[config.mk]
export PLATFORM = sky130hd
export DESIGN_NAME = pfu_div
export DESIGN_NICKNAME = d
export VERILOG_FILES = /design/src/rtl/core/pfu_pkg.sv /design/src/rtl/core/pfu_div.sv
export SDC_FILE = /design/constraint.sdc
export NUM_CORES = 1
export LEC_CHECK = 0
export BUFFER_PORTS_ARGS = -buffer_cell sky130_fd_sc_hd__buf_2
export CAP_MARGIN = 20
export CORE_ASPECT_RATIO = 1.5
export CORE_UTILIZATION = 50
export CTS_CLUSTER_DIAMETER = 150
export DETAILED_ROUTE_END_ITERATION = 8
export PLACE_DENSITY_LB_ADDON = 0.1
export SYNTH_ARGS = -nofsm -noshare
export SYNTH_HDL_FRONTEND = slang
export SYNTH_SLANG_ARGS = --single-unit
[constraint.sdc]
create_clock -name clock -period 7.6 [get_ports clock]
set_input_delay 0.38 -clock clock [delete_from_list [all_inputs] [get_ports clock]]
set_output_delay 0.38 -clock clock [all_outputs]
set_load 0.01 [all_outputs]
[src/rtl/core/pfu_pkg.sv]
// shared types, constants and elaboration-time helpers for the power falloff utility
// no dependencies
package pfu_pkg;

   localparam int DEF_FRACTION_BITS = 16;
   localparam int LOG_BITS          = 30;   // fraction bits of log2 and of the exp2 argument
   localparam int EXP_STEPS         = 30;   // factors in the exp2 product
   localparam int SHIFT_LIMIT       = 33;   // right shift at which the power is zero

   typedef enum logic [1:0] {
      CSR_CENTER = 2'd0,
      CSR_HALF   = 2'd1,
      CSR_SHAPE  = 2'd2,
      CSR_GAIN   = 2'd3
   } csr_index_type;

   // control bits that travel with every transaction
   typedef struct packed {
      logic valid;
      logic beyond;   // distance reached half width
      logic unity;    // power is exactly 1.0
      logic zero;     // power is exactly 0
   } pfu_ctl_type;

   function automatic logic [63:0] isqrt64(input logic [63:0] v);
      logic [63:0] rem;
      logic [63:0] res;
      logic [63:0] bitv;
      rem  = v;
      res  = '0;
      bitv = 64'h4000_0000_0000_0000;
      for (int s = 0; s < 32; s++) begin
         if (rem >= res + bitv) begin
            rem = rem - (res + bitv);
            res = (res >> 1) + bitv;
         end else begin
            res = res >> 1;
         end
         bitv = bitv >> 2;
      end
      return res;
   endfunction

   // Q0.32 factor 2^(-2^-idx), idx from 1, built by a truncated square-root chain
   function automatic logic [31:0] exp_factor(input int idx);
      logic [63:0] c;
      c = isqrt64(64'h8000_0000_0000_0000);
      for (int j = 1; j < idx; j++) begin
         c = isqrt64({c[31:0], 32'h0});
      end
      return c[31:0];
   endfunction

endpackage

[src/rtl/core/pfu_div.sv]
// distance, range check and fraction divider, one quotient bit per stage
// depends on pfu_pkg
module pfu_div #(
   parameter int FRACTION_BITS = pfu_pkg::DEF_FRACTION_BITS
) (
   input  logic                     clock,
   input  logic                     reset,
   input  logic                     en,
   input  logic                     in_valid,
   input  logic signed [15:0]       sample_value,
   input  logic signed [15:0]       center_value,
   input  logic [15:0]              half_width,
   output pfu_pkg::pfu_ctl_type     ctl_out,
   output logic [FRACTION_BITS-1:0] frac_out
);
   import pfu_pkg::*;

   localparam int FB = FRACTION_BITS;

   logic signed [16:0] diff;
   logic [16:0]        distance;
   logic [16:0]        hw;
   pfu_ctl_type        ctl0_in;
   logic [15:0]        rem0_in;

   pfu_ctl_type        ctl_ff [0:FB];
   logic [15:0]        rem_ff [0:FB];
   logic [FB-1:0]      q_ff   [0:FB];

   assign hw = (half_width == 16'd0) ? 17'd1 : {1'b0, half_width};

   always_comb begin
      diff = {sample_value[15], sample_value} - {center_value[15], center_value};
      distance = diff[16] ? 17'(-diff) : 17'(diff);
      ctl0_in.valid  = in_valid;
      ctl0_in.beyond = distance >= hw;
      ctl0_in.unity  = distance == 17'd0;
      ctl0_in.zero   = 1'b0;
      rem0_in        = 16'(hw - distance);
   end

   always_ff @(posedge clock) begin
      if (reset) begin
         ctl_ff[0] <= '0;
      end else if (en) begin
         ctl_ff[0] <= ctl0_in;
      end
      if (en) begin
         rem_ff[0] <= rem0_in;
         q_ff[0]   <= '0;
      end
   end

   for (genvar j = 1; j <= FB; j++) begin : g_step
      logic [16:0]   rem2;
      logic          ge;
      logic [15:0]   rem_in;
      logic [FB-1:0] q_in;

      always_comb begin
         rem2   = {rem_ff[j-1], 1'b0};
         ge     = rem2 >= hw;
         rem_in = ge ? 16'(rem2 - hw) : rem2[15:0];
         q_in   = {q_ff[j-1][FB-2:0], ge};
      end

      always_ff @(posedge clock) begin
         if (reset) begin
            ctl_ff[j] <= '0;
         end else if (en) begin
            ctl_ff[j] <= ctl_ff[j-1];
         end
         if (en) begin
            rem_ff[j] <= rem_in;
            q_ff[j]   <= q_in;
         end
      end
   end

   assign ctl_out  = ctl_ff[FB];
   assign frac_out = q_ff[FB];

endmodule

==> impl_metrics.yaml, run 1 <==
power:
  p_leak_uw: 0.0130
  powerDensity_nw_per_um2: 443
  vdd_drop_max_uv: 267
route:
  drcViolationCount: 0
  vias_per_cell: 5.85
  detail-route-antenna-nets: 0
  avgRoutedWirePerCell_um: 19.1
  num_vias: 20600
  drt-total-wl_mm: 67.2
  first_pass_iters: 5
  drtIter0Drc: 1050
critical_path:
  startpoint: "sample_value[0]"
  rr_worst_depth: 11
  reg2reg_from: "rem_ff[0][135]"
  crit_fanout: 15
  rr_endpoint: "rem_ff[0][150]"
  worstSetupEndpointType: "register"
  worstSetupPathType: "input port to register"
  worst_ep_required_time_ps: 7900
  crit_path_start_kind: "input port"
  worstPathArrival_ps: 5230
  rrSetupSlack_ps: 3850
logic_synthesis:
  yosysUniqueCellTypes: 86
  synthArstFlopShare: 0
  synth_edf_count: 443
  syn_avg_cell_area_um2: 11.2
  yosysWarnings: 0
  synth_cells: 2620
  syn_area_um2: 29400
  synth_nets: 2992
  ys_ff_latch: 443
  synth_ff_type: "edfxtp_1"
  seq_area_frac_synth: 0.452
placement:
  place_area_um2: 30800
  place.gp.congestion: 0.878
  dpl.hpwl_mm: 47.0
  dp.cells: 3440
  portBuffers: 70
clock_network:
  cts.sinks: 443
  path_clk_slew_ps: 60
  cts_buffer_depth: 3
  cts_tree: "built"
  hold_buffers: 0
  clkLatencyLatePin_ps: 590
  cts_setup_buffers: 0
  cts_buffers: 45
  post_cts_resized: 0
  htreeDepth: 2
  root_buffer: "clkbuf_16"
grt:
  antenna_found_initial: 1
  grt_pass1_wl_mm: 107
  grt.overflow.total: 0
  grt_max_degree: 177
  grt_usage: 0.228
  grt_pass1_vias: 20950
floorplanning:
  initial_core_util: 0.507
  core_um2: 58000
  die_h_um: 299
  dieArea_um2: 59800
  io_pins: 72
  rows: 108
  dieWidth_um: 200
run_status:
  outcome: "finished clean"
timing:
  hold_viol: 0
  rsz0062_at_grt: "false"
  hold_slack_ps: 104
  worstMarginPinSlew_ps: 1160
  slew_headroom: 0.223
  post-route-period-util: 0.649
  clock_skew_ps: 31.1
  fin_setup_tns_ps: 0
  drv_slew: 0
  period_needed_ps: 4930
  final-setup-viol-count: 0
  max_freq_ghz: 0.203
layout:
  final_util: 0.557
  fin_cells: 3521
  area.growth.synth_to_final_pct: 9.88
  fin_area_um2: 32300
  diodes: 0
  final_cell_mix: "edfxtp_1 (443), ha_1 (303), a21oi_1 (212)"
  final_common_cell: "edfxtp_1"
  drive_above_1_share: 0.139
  fin_nets: 3091
min_path:
  holdPathStages: 2
  min_to: "ctl_ff[0][3]"
  hold_class: "input port to register"
  worstHoldStart: "in_valid"
run:
  maxCapViolations: 0
## synth_stat cells (58+ instances only)
| cell | n | share of area |
|---|---|---|
| mux2_2 | 157 | 0.060 |
| nand2_1 | 136 | 0.017 |
| ha_1 | 303 | 0.13 |
| nor2_1 | 177 | 0.023 |
| nor3_1 | 58 | 0.0099 |
| o21ai_0 | 118 | 0.020 |
| xnor2_1 | 159 | 0.047 |
| inv_1 | 133 | 0.017 |
| a21o_1 | 94 | 0.024 |
| and2_1 | 64 | 0.014 |
| xor2_1 | 66 | 0.020 |
| a21oi_1 | 212 | 0.036 |
| edfxtp_1 | 443 | 0.45 |
## where the power goes
part	internal, µW	switching [µW]	leakage [µW]
sequential	4060	525	0.00439
combinational	3520	3890	0.00785
clock	1360	964	0.000729
## cells by family (layout without fill, tap and decap cells)
kind of cell,count (synthesis),count (layout),synth area share
AOI/OAI and AO/OA,666,666,0.150
other,1,1,0.000128
adders and majority gates,320,320,0.141
buffers and inverters,183,314,0.0244
xor gates and xnor gates,226,226,0.0676
and+or+nand+nor,620,620,0.103
DFF,443,443,0.452
muxes,161,161,0.0615
## how the worst max path moves through the flow
stage / endpoint / cells after the start
floorplan: rem_ff[0][14] / 18
global placement: rem_ff[0][14] / 22
detailed placement: rem_ff[0][14] / 22
CTS: rem_ff[0][14] / 22
global route: rem_ff[0][14] / 22
finish: rem_ff[0][14] / 22
## layout make-up
class	count	area (µm²)
tap	770	963
multi-input combinational	1994	15400
fill	4948	25700
inverter	134	503
timing repair buffer	101	626
sequential	443	13300
clock buffer	49	1140
clock inverter	30	383
## state kept, by name, summed over array words and instances (netlist names)
signal	count
q_ff	136
ctl_ff	51
rem_ff	256
## through the flow
stage	total power, µW	setup WS (ps)
2_1_floorplan	10300	2760
3_3_place_gp	11800	2240
3_5_place_dp	12000	2100
4_1_cts	14400	2700
5_1_grt	15400	2350
6_report	14300	2670
## per-layer routing
metal  vias to the layer above  part of all wire  track usage
met5                         -                 0            0
met4                         0             0.039       0.0960
met3                       148             0.031       0.0289
met2                       384              0.54        0.430
met1                      9997              0.39        0.252
li1                      10071                 -            -
## worst max-delay path, stage by stage
cell and delay (ps):
buf_2 80, inv_1 30, ha_1 200, fa_1 410, nor2b_2 150, o2111ai_1 180
a32oi_2 340, a31oi_1 250, o21a_1 420, o21ai_0 320, inv_1 140, fa_1 440
a21o_1 170, a21oi_1 220, o21ai_0 110, a21oi_1 240, o21bai_1 110, a211oi_1 320
o21ai_0 180, a31o_2 260, a21oi_1 170, xnor2_1 100
Note: power is estimated with default switching activity, not from simulation.
==> inputs of run 2 (changes only) <==
Clock period 7.6 ns to 5.02 ns, I/O delays scaled along.
==> impl_metrics.yaml, run 2 (synthesized netlist as in run 1, its figures left out) <==
power:
  powerDensity_nw_per_um2: 676
  fin_total_pwr_uw: 22100
  p_leak_uw: 0.0132
  vdd_drop_max_uv: 364
timing:
  fin_setup_tns_ps: 0
  drv_slew: 0
  period_needed_ps: 4360
  clock_skew_ps: 27.6
  hold_viol: 0
  final-setup-viol-count: 0
  max_freq_ghz: 0.229
  post-route-period-util: 0.869
  rsz0062_at_grt: "false"
  slew_headroom: 0.333
  worstMarginPinSlew_ps: 1000
layout:
  n_fill_cell: 4953
  final_cell_mix: "edfxtp_1 (443), ha_1 (303), a21oi_1 (212)"
  drive_above_1_share: 0.148
  largestRegisters: "rem_ff: 256 flops, q_ff: 136 flops, ctl_ff: 51 flops"
  fin_nets: 3125
  largest_reg_flops: 256
  final_util: 0.564
  fin_area_um2: 32700
  multi_input_area_um2: 15400
  seqCellArea_um2: 13300
  diodes: 0
  area.growth.synth_to_final_pct: 11.2
  final_common_cell: "edfxtp_1"
  largest_register: "rem_ff"
clock_network:
  path_clk_slew_ps: 70
  post_cts_resized: 0
  cts_buffers: 47
  clkLatencyLatePin_ps: 590
  htreeDepth: 2
  cts_setup_buffers: 0
  cts_tree: "built"
  cts.sinks: 443
  cts_buffer_depth: 3
  hold_buffers: 1
  root_buffer: "clkbuf_16"
route:
  avgRoutedWirePerCell_um: 19.5
  num_vias: 20741
  vias_per_cell: 5.83
  drt-total-wl_mm: 69.5
  detail-route-antenna-nets: 0
  drtIter0Drc: 1053
  drcViolationCount: 0
  first_pass_iters: 5
grt:
  grt_pass1_vias: 21114
  grt.overflow.total: 0
  antenna_found_initial: 1
  grt_max_degree: 158
  grt_pass1_wl_mm: 109
  grt_usage: 0.234
min_path:
  hold_class: "input port to register"
critical_path:
  worstSetupEndpointType: "register"
  worst_ep_required_time_ps: 5340
  cp_slowest_cell: "fa_1"
  critPathMaxStageDelay_ps: 460
  crit_fanout: 3
  worstSetupPathType: "input port to register"
  worstPathArrival_ps: 4680
  crit_path_start_kind: "input port"
  cp_cell_sequence: "buf_2, inv_1, ha_1, fa_1, nor2b_2, o2111ai_1, a32oi_2, a31oi_1, o21a_1, o21ai_0, inv_1, fa_1, a21o_1, a21oi_1, o21ai_0, a21oi_1, o21bai_1, a211oi_1, o21ai_0, a31o_2, a21oi_1, xnor2_1"
floorplanning:
  io_pins: 72
  initial_core_util: 0.507
  core_um2: 58000
  rows: 108
  dieWidth_um: 200
  dieArea_um2: 59800
  die_h_um: 299
run_status:
  outcome: "finished clean"
placement:
  place_area_um2: 31000
  portBuffers: 70
  place.gp.congestion: 0.855
  dpl.hpwl_mm: 50.1
run:
  maxCapViolations: 0
run 2: cell count changes in the layout (fill, tap and decap cells not counted), moves of 2 or more:
cell,change
buf_4,+30
clkinv_1,+5
inv_6,-2
clkinv_2,-3
clkbuf_1,+4
clkbuf_16,+3
run 2: path summary, 6_finish.rpt:
path | from | end | slack, ps | depth (start not counted)
hold reg to reg | q_ff[0][181] | q_ff[0][198] | 420 | 0
setup reg to reg | rem_ff[0][145] | rem_ff[0][168] | 1400 | 11
setup / recovery | sample_value[0] | rem_ff[0][14] | 660 | 22
hold / removal | half_width[1] | rem_ff[0][1] | 180 | 2
run 2: worst max-delay path, delay by kind of cell:
| family | cells | cell delay, ps |
|---|---|---|
| compound gates | 14 | 2840 |
| xor+xnor | 1 | 80 |
| fa+ha+maj | 3 | 1080 |
| buf+inv | 3 | 250 |
| simple gates | 1 | 150 |
run 2: final cells by class:
class                   count  share of cell area
clock buffers              56              0.0377
inverters                 134              0.0154
repair buffers            133              0.0273
flip-flops and latches    443               0.407
multi-input cells        1994               0.471
well taps                 770              0.0295
clock inverters            30              0.0123
run 2: layer usage:
metal  track usage  share of wire  vias up
li1              -              -    10102
met1         0.263           0.39    10020
met2         0.427           0.52      423
met3        0.0271          0.031      196
met4         0.125          0.056        0
met5             0              0        -
run 2: power breakdown:
part	total, µW	internal (µW)	switching (µW)
Sequential	6910	6150	762
Combinational	11500	5410	6070
Clock	3700	2220	1480
Total	22100	13800	8320
run 2: stage by stage:
stage / hold slack, ps / cells / setup slack [ps]
after floorplan: 363 / 2620 / 306
after global placement: 400 / 3472 / 163
after detailed placement: 405 / 3473 / 106
after CTS: 141 / 3560 / 714
after global routing: 170 / 3560 / 390
final: 177 / 3560 / 658
